**src/rtl/sstf_pkg.sv**
```systemverilog
// ----------------------------------------------------------------------------
// sstf_pkg: shared types and constants for the SSTF request scheduler
// Fixed field widths, stream packing widths and the sequencer state type.
// ----------------------------------------------------------------------------
`default_nettype none

package sstf_pkg;

    // Fixed widths of the item fields.
    localparam int VALUE_W    = 16;
    localparam int POS_W      = 16;
    localparam int SEEK_W     = 22;

    // Stream word widths, padded to whole bytes.
    localparam int S_TDATA_W  = 16;
    localparam int M_TDATA_W  = 40;

    // Saturation limit of the running seek total.
    localparam logic [SEEK_W-1:0] SEEK_MAX = 22'h3FFFFF;

    // Input word kinds carried in tuser.
    localparam logic ACT_LOAD  = 1'b0;
    localparam logic ACT_START = 1'b1;

    // Sequencer states.
    typedef enum logic [3:0] {
        S_IDLE = 4'b0001,
        S_HEAD = 4'b0010,
        S_SCAN = 4'b0100,
        S_PUSH = 4'b1000
    } sstf_state_t;

endpackage

`default_nettype wire

```
**src/rtl/sstf_disk_request_scheduler.sv**
```systemverilog
// ----------------------------------------------------------------------------
// sstf_disk_request_scheduler: shortest-seek-time-first request scheduler
// A start word with a non-empty batch of n stored requests gives n + 1 result
// words: the head word from state S_HEAD after acceptance, then one word per
// served request, each after a scan through the single read port of the
// request memory and one shared distance compare, then a serve step in
// S_PUSH that waits for a free output register.
// Reset (aresetn low, synchronous) empties the batch and clears the output.
// ----------------------------------------------------------------------------
`default_nettype none

module sstf_disk_request_scheduler #(
    parameter int MAX_REQUESTS = 32,
    parameter int TRACK_BITS   = 16
) (
    input  wire logic                            aclk,
    input  wire logic                            aresetn,
    // Input stream.
    input  wire logic                            s_axis_tvalid,
    output logic                                 s_axis_tready,
    input  wire logic [sstf_pkg::S_TDATA_W-1:0]  s_axis_tdata,  // [15:0] value
    input  wire logic [0:0]                      s_axis_tuser,  // [0] action
    // Result stream.
    output logic                                 m_axis_tvalid,
    input  wire logic                            m_axis_tready,
    output logic [sstf_pkg::M_TDATA_W-1:0]       m_axis_tdata,  // [15:0] position,
                                                                // [37:16] total_seek
    output logic                                 m_axis_tlast,
    output logic [0:0]                           m_axis_tuser   // [0] overflow
);
    import sstf_pkg::*;

    // Track width after masking, index and count widths.
    localparam int TW = (TRACK_BITS < VALUE_W) ? TRACK_BITS : VALUE_W;
    localparam int IW = (MAX_REQUESTS > 1) ? $clog2(MAX_REQUESTS) : 1;
    localparam int CW = $clog2(MAX_REQUESTS + 1);
    localparam logic [CW-1:0] MAX_CNT = CW'(MAX_REQUESTS);

    // Request memory and its registered read port.
    logic [TW-1:0] store_mem [MAX_REQUESTS];
    logic [TW-1:0] rd_data_reg;

    // Sequencer and batch state.
    sstf_state_t             state_reg, state_next;
    logic [CW-1:0]           count_reg, count_next;
    logic                    dropped_reg, dropped_next;
    logic [MAX_REQUESTS-1:0] served_reg, served_next;
    logic [TW-1:0]           head_reg, head_next;
    logic [SEEK_W-1:0]       total_reg, total_next;
    logic [CW-1:0]           step_reg, step_next;

    // Scan address stage.
    logic [IW-1:0]           scan_idx_reg, scan_idx_next;
    logic                    issue_reg, issue_next;

    // Compare stage.
    logic                    cmp_valid_reg, cmp_valid_next;
    logic [IW-1:0]           cmp_idx_reg, cmp_idx_next;
    logic                    cmp_last_reg, cmp_last_next;

    // Best candidate of the current scan.
    logic                    found_reg, found_next;
    logic [TW-1:0]           best_d_reg, best_d_next;
    logic [IW-1:0]           best_idx_reg, best_idx_next;
    logic [TW-1:0]           best_trk_reg, best_trk_next;

    // Output register.
    logic                    out_valid_reg, out_valid_next;
    logic [TW-1:0]           out_pos_reg, out_pos_next;
    logic [SEEK_W-1:0]       out_tot_reg, out_tot_next;
    logic                    out_last_reg, out_last_next;
    logic                    out_ovf_reg, out_ovf_next;

    logic                    s_fire;
    logic                    load_en;
    logic                    out_free;
    logic [TW-1:0]           in_trk;
    logic [TW-1:0]           cand_dist;
    logic                    take;
    logic [SEEK_W:0]         seek_sum;
    logic [SEEK_W-1:0]       seek_sat;

    assign s_axis_tready = (state_reg == S_IDLE);
    assign s_fire        = s_axis_tvalid && s_axis_tready;
    assign in_trk        = s_axis_tdata[TW-1:0];
    assign load_en       = s_fire && (s_axis_tuser[0] == ACT_LOAD) && (count_reg < MAX_CNT);
    assign out_free      = !out_valid_reg || m_axis_tready;

    // Shared distance and compare unit of the scan.
    assign cand_dist = (head_reg >= rd_data_reg) ? (head_reg - rd_data_reg)
                                                 : (rd_data_reg - head_reg);
    assign take = cmp_valid_reg && !served_reg[cmp_idx_reg] &&
                  (!found_reg || (cand_dist < best_d_reg));

    // Saturating seek total for the chosen request.
    assign seek_sum = {1'b0, total_reg} + (SEEK_W + 1)'(best_d_reg);
    assign seek_sat = (seek_sum > {1'b0, SEEK_MAX}) ? SEEK_MAX : seek_sum[SEEK_W-1:0];

    // Request memory write on an accepted load.
    always_ff @(posedge aclk) begin
        if (load_en) begin
            store_mem[count_reg[IW-1:0]] <= in_trk;
        end
    end

    // Request memory read, one entry per scan cycle.
    always_ff @(posedge aclk) begin
        rd_data_reg <= store_mem[scan_idx_reg];
    end

    // Sequencer next-state logic.
    always_comb begin
        state_next     = state_reg;
        count_next     = count_reg;
        dropped_next   = dropped_reg;
        served_next    = served_reg;
        head_next      = head_reg;
        total_next     = total_reg;
        step_next      = step_reg;
        scan_idx_next  = scan_idx_reg;
        issue_next     = issue_reg;
        cmp_valid_next = 1'b0;
        cmp_idx_next   = cmp_idx_reg;
        cmp_last_next  = cmp_last_reg;
        found_next     = found_reg;
        best_d_next    = best_d_reg;
        best_idx_next  = best_idx_reg;
        best_trk_next  = best_trk_reg;
        out_valid_next = out_valid_reg && !m_axis_tready;
        out_pos_next   = out_pos_reg;
        out_tot_next   = out_tot_reg;
        out_last_next  = out_last_reg;
        out_ovf_next   = out_ovf_reg;

        case (state_reg)
            S_IDLE: begin
                if (s_fire) begin
                    if (s_axis_tuser[0] == ACT_LOAD) begin
                        if (count_reg < MAX_CNT) begin
                            count_next = count_reg + 1'b1;
                        end else begin
                            dropped_next = 1'b1;
                        end
                    end else if (count_reg != '0) begin
                        head_next  = in_trk;
                        total_next = '0;
                        served_next = '0;
                        step_next  = '0;
                        state_next = S_HEAD;
                    end
                end
            end

            S_HEAD: begin
                // Initial head word, then the first scan.
                if (out_free) begin
                    out_valid_next = 1'b1;
                    out_pos_next   = head_reg;
                    out_tot_next   = total_reg;
                    out_last_next  = 1'b0;
                    out_ovf_next   = dropped_reg;
                    scan_idx_next  = '0;
                    issue_next     = 1'b1;
                    found_next     = 1'b0;
                    state_next     = S_SCAN;
                end
            end

            S_SCAN: begin
                // Address stage walks the stored requests once.
                if (issue_reg) begin
                    cmp_valid_next = 1'b1;
                    cmp_idx_next   = scan_idx_reg;
                    cmp_last_next  = (CW'(scan_idx_reg) == count_reg - 1'b1);
                    if (CW'(scan_idx_reg) == count_reg - 1'b1) begin
                        issue_next = 1'b0;
                    end else begin
                        scan_idx_next = scan_idx_reg + 1'b1;
                    end
                end
                // Compare stage keeps the nearest unserved request.
                if (take) begin
                    found_next    = 1'b1;
                    best_d_next   = cand_dist;
                    best_idx_next = cmp_idx_reg;
                    best_trk_next = rd_data_reg;
                end
                if (cmp_valid_reg && cmp_last_reg) begin
                    state_next = S_PUSH;
                end
            end

            S_PUSH: begin
                // Serve the chosen request and emit its word.
                if (out_free) begin
                    out_valid_next = 1'b1;
                    out_pos_next   = best_trk_reg;
                    out_tot_next   = seek_sat;
                    out_ovf_next   = dropped_reg;
                    total_next     = seek_sat;
                    head_next      = best_trk_reg;
                    served_next    = served_reg;
                    served_next[best_idx_reg] = 1'b1;
                    if (step_reg == count_reg - 1'b1) begin
                        out_last_next = 1'b1;
                        count_next    = '0;
                        served_next   = '0;
                        dropped_next  = 1'b0;
                        state_next    = S_IDLE;
                    end else begin
                        out_last_next = 1'b0;
                        step_next     = step_reg + 1'b1;
                        scan_idx_next = '0;
                        issue_next    = 1'b1;
                        found_next    = 1'b0;
                        state_next    = S_SCAN;
                    end
                end
            end

            default: begin
                state_next = S_IDLE;
            end
        endcase
    end

    // Control registers.
    always_ff @(posedge aclk) begin
        if (!aresetn) begin
            state_reg     <= S_IDLE;
            count_reg     <= '0;
            dropped_reg   <= 1'b0;
            served_reg    <= '0;
            head_reg      <= '0;
            total_reg     <= '0;
            step_reg      <= '0;
            issue_reg     <= 1'b0;
            cmp_valid_reg <= 1'b0;
            found_reg     <= 1'b0;
            out_valid_reg <= 1'b0;
        end else begin
            state_reg     <= state_next;
            count_reg     <= count_next;
            dropped_reg   <= dropped_next;
            served_reg    <= served_next;
            head_reg      <= head_next;
            total_reg     <= total_next;
            step_reg      <= step_next;
            issue_reg     <= issue_next;
            cmp_valid_reg <= cmp_valid_next;
            found_reg     <= found_next;
            out_valid_reg <= out_valid_next;
        end
    end

    // Payload registers.
    always_ff @(posedge aclk) begin
        scan_idx_reg <= scan_idx_next;
        cmp_idx_reg  <= cmp_idx_next;
        cmp_last_reg <= cmp_last_next;
        best_d_reg   <= best_d_next;
        best_idx_reg <= best_idx_next;
        best_trk_reg <= best_trk_next;
        out_pos_reg  <= out_pos_next;
        out_tot_reg  <= out_tot_next;
        out_last_reg <= out_last_next;
        out_ovf_reg  <= out_ovf_next;
    end

    // Result word packing.
    assign m_axis_tvalid = out_valid_reg;
    assign m_axis_tdata  = M_TDATA_W'({out_tot_reg, POS_W'(out_pos_reg)});
    assign m_axis_tlast  = out_last_reg;
    assign m_axis_tuser  = out_ovf_reg;

    // A scan only runs over a non-empty batch.
    assert property (@(posedge aclk) disable iff (!aresetn)
        (state_reg == S_SCAN) |-> (count_reg != '0))
        else $error("scan running with an empty batch");

    // The batch never holds more requests than the memory has entries.
    assert property (@(posedge aclk) disable iff (!aresetn)
        count_reg <= MAX_CNT)
        else $error("request count beyond capacity");

    // Compare stage is only busy during a scan.
    assert property (@(posedge aclk) disable iff (!aresetn)
        cmp_valid_reg |-> (state_reg == S_SCAN))
        else $error("compare stage active outside a scan");

    // Between batches no request is marked served.
    assert property (@(posedge aclk) disable iff (!aresetn)
        (state_reg == S_IDLE) |-> (served_reg == '0))
        else $error("served flags left set after a batch");

endmodule

`default_nettype wire
```
**config.mk**
```make
export PLATFORM = sky130hd
export DESIGN_NAME = sstf_disk_request_scheduler
export DESIGN_NICKNAME = d
export VERILOG_FILES = /design/src/rtl/sstf_pkg.sv /design/src/rtl/sstf_disk_request_scheduler.sv
export SDC_FILE = /design/constraint.sdc
export NUM_CORES = 1
export LEC_CHECK = 0
export ABC_AREA = 1
export BUFFER_PORTS_ARGS = -buffer_cell sky130_fd_sc_hd__buf_2
export CAP_MARGIN = 20
export CORE_ASPECT_RATIO = 1.25
export CORE_MARGIN = 2
export CORE_UTILIZATION = 60
export CTS_CLUSTER_DIAMETER = 80
export CTS_CLUSTER_SIZE = 30
export DETAILED_ROUTE_END_ITERATION = 6
export HOLD_SLACK_MARGIN = 0.08
export PLACE_DENSITY_LB_ADDON = 0.12
export SLEW_MARGIN = 20
export SYNTH_ARGS = -nofsm -noshare
export SYNTH_HDL_FRONTEND = slang
export SYNTH_SLANG_ARGS = --single-unit
```
**constraint.sdc**
```tcl
create_clock -name aclk -period 6.7 [get_ports aclk]
set_input_delay 0.67 -clock aclk [delete_from_list [all_inputs] [get_ports aclk]]
set_output_delay 0.67 -clock aclk [all_outputs]
set_load 0.005 [all_outputs]
```
==> results.sh <==
export IMPL_cap_violations=0
export IMPL_diodes=0
export IMPL_cts_resized_gates=0
export IMPL_synth_top_area_cell="edfxtp_1"
export IMPL_p_per_area_nw_per_um2=247.0
export IMPL_power_share_sequential=0.591
export IMPL_port_buffers=62
export IMPL_syn_area_um2=31350
export IMPL_drive_above_1_share=0.06569
export IMPL_netlist_top_cells_area="edfxtp_1 57%, dfxtp_1 6.8%, nand2_1 5.8%"
export IMPL_finalHoldViolations=0
export IMPL_ys_types=45
export IMPL_fin_cells=3664
export IMPL_fin_nets=3076
export IMPL_met3_usage=0.03109
export IMPL_cts_htree_levels=2
export IMPL_outcome="finished clean"
export IMPL_num_io_pins=65
export IMPL_synth_edf_count=600
export IMPL_synth_seq_cells=707
export IMPL_slew_viol_final=0
export IMPL_cts_tree="built"
export IMPL_dp_cells=3610
export IMPL_wl_per_cell_um=21.98
export IMPL_core_um2=51550
export IMPL_dpl_hpwl_um=50620
export IMPL_drc=0
export IMPL_vias=22148
export IMPL_intPower_mw=6.152
export IMPL_cts_root_buf="clkbuf_16"
export IMPL_nFillCells=4011
export IMPL_cts_buffers=35
export IMPL_clock_latency_ps=610
export IMPL_die_x_um=208.4
export IMPL_hp_class="in -> reg"
export IMPL_p_leak_nw=12.29
export IMPL_grtUsageMet2=0.5177
export IMPL_whs_ps=431.2
export IMPL_p_sw_frac=0.2538
export IMPL_largest_register_ffs=512
export IMPL_antenna_found_initial=0
export IMPL_fin_skew_ps=35.38
export IMPL_maxSlewHeadroom=0.3026
export IMPL_drt_pass1_iter_count=5
export IMPL_crit_arrival_ps=5110
export IMPL_grt_busiest_layer="met2"
export IMPL_yosys_warnings=0
export IMPL_use_met1=0.3765
export IMPL_grt_usage=0.2968
export IMPL_synth_top_area_frac=0.5748
export IMPL_cts_buffer_depth=3
export IMPL_cp_start_kind="flip-flop"
export IMPL_grt_pass1_wl_um=121800
export IMPL_grt_ovfl_total=0
export IMPL_ir_drop_mv=0.3129
export IMPL_clk_pin_slew_ps=100
export IMPL_rrSetupSlack_ps=1820
export IMPL_drtIter0Drc=2258
export IMPL_row_count=93
export IMPL_die_area_um2=54100
export IMPL_place_ws_ps=1821
export IMPL_crit_required_ps=6930
export IMPL_finalCriticalPeriod_ps=4880
export IMPL_fmax_mhz=204.9
export IMPL_synth_seq_area_share=0.6431
export IMPL_gp_congestion=0.8974
export IMPL_grt_max_degree=169
export IMPL_grt_pass1_vias=21140
export IMPL_fin_ws_ps=1820
export IMPL_yosys_most_used_dff="edfxtp_1"
export IMPL_rsz0062_at_grt="false"
export IMPL_cp_end_kind="flip-flop"
export IMPL_pwr_share_comb=0.101
export IMPL_final_setup_tns_ps=0
export IMPL_syn_avg_cell_area_um2=10.50
export IMPL_syn2layout_area_growth_pct=6.495
export IMPL_initial_utilization=0.6081
export IMPL_die_h_um=259.5
export IMPL_switching_power_mw=2.092
export IMPL_worst_pin_slew_ps=1046
export IMPL_cts_sinks=707
export IMPL_async_reset_ff_frac=0
export IMPL_p_clk_frac=0.308
export IMPL_syn_inst=2984
export IMPL_vias_per_cell=6.045
export IMPL_yosysMostFrequentCell="edfxtp_1"
export IMPL_fin_crit_sh=0.7284
export IMPL_critical_path_class="reg -> reg"
export IMPL_cts_setup_buffers=0
export IMPL_ant_nets=0
export IMPL_critPathMaxFanout=32
export IMPL_synth_common_cells="600 x edfxtp_1, 482 x nand2_1, 389 x nor2_1"
export IMPL_drt_wl_total_um=80550
export IMPL_setup_viol_count_final=0
export IMPL_postCtsHoldBufs=0
==> kinds of logic after synthesis <==
group                    after synthesis  share of synthesized area
AO/OA/AOI/OAI                        657                     0.1191
AND/OR/NAND/NOR                     1102                     0.1449
XOR/XNOR                              35                   0.009780
other                                  1                  0.0001196
buffers and inverters                410                    0.05345
flip-flops                           707                     0.6431
adder cells (fa/ha/maj)               72                    0.02946
==> path summary, 6_finish.rpt <==
path                               startpoint            end  depth (start not counted)
worst max-delay path              head_reg[0]  best_d_reg[0]                         21
worst min-delay path            m_axis_tready  m_axis_tvalid                          5
worst max register to register    head_reg[0]  best_d_reg[0]                         21
worst min register to register    dropped_reg   m_axis_tuser                          0
==> critical path: stages (launching register included) <==
cell,delay [ps]
dfxtp_1,340
inv_1,70
ha_1,140
inv_1,60
fa_1,430
nand2_1,100
nand2_1,90
nand2_1,80
o211ai_1,160
nand2_1,120
nand3_2,340
inv_2,350
nand2_1,120
nand3_1,90
nand2_1,80
ha_1,310
a21oi_1,140
o21ai_0,100
a21oi_1,200
o21ai_0,260
a211oi_4,410
buf_4,510
==> layer usage <==
metal | part of all wire | up-vias
met2 | 0.50 | 827
met4 | 0.047 | 0
met5 | 0 | -
met1 | 0.39 | 10767
li1 | - | 10388
met3 | 0.062 | 166
==> final cells by class <==
cell class                 count  area, um^2  share of cell area
clock buffer                  36       900.9             0.02699
clock inverter                17       241.5            0.007234
inverter                     258       974.7             0.02920
multi-input combinational   1868        9542              0.2858
sequential                   707       20160              0.6039
tap                          665       832.0             0.02493
timing repair buffer         113       730.7             0.02189
==> metrics by stage <==
stage               total power, mW  utilization  instance area [um^2]
floorplan                     5.539            -                 31350
global placement              5.778       0.6250                 32220
detailed placement            5.799       0.6250                 32220
CTS                           8.279       0.6472                 33360
global route                  8.528       0.6476                 33380
finish                        8.245       0.6476                 33380
==> power groups by stage <==
stage                     combinational [mW]  clock (mW)  sequential, mW
after floorplan                        0.575           0            4.96
after global placement                 0.807           0            4.97
after detailed placement               0.824           0            4.97
after CTS                              0.828        2.58            4.87
after global routing                   0.937        2.71            4.88
final                                  0.829        2.54            4.88
==> placed cells by master, fill, tap and decap left out, drive strengths merged <==
cell,netlist,layout
nor2,392,392
a21o,2,2
xor2,20,20
a21oi,126,126
nand4,26,26
a31oi,2,2
inv,254,265
edfxtp,600,600
nor3,18,18
nand2,488,488
o211a,15,15
and3,1,1
or2,2,2
and2,2,2
fa,3,3
o211ai,23,23
o31ai,2,2
dfxtp,107,107
o21a,2,2
clkbuf,87,36
ha,69,69
clkinv,4,10
o221ai,50,50
xnor2,15,15
nor4,2,2
buf,65,113
o22ai,78,78
a211oi,1,1
conb,1,2
nand3b,4,4
nand3,167,167
o21ai,353,353
o21bai,3,3
Note: power is estimated with default switching activity, not from simulation.
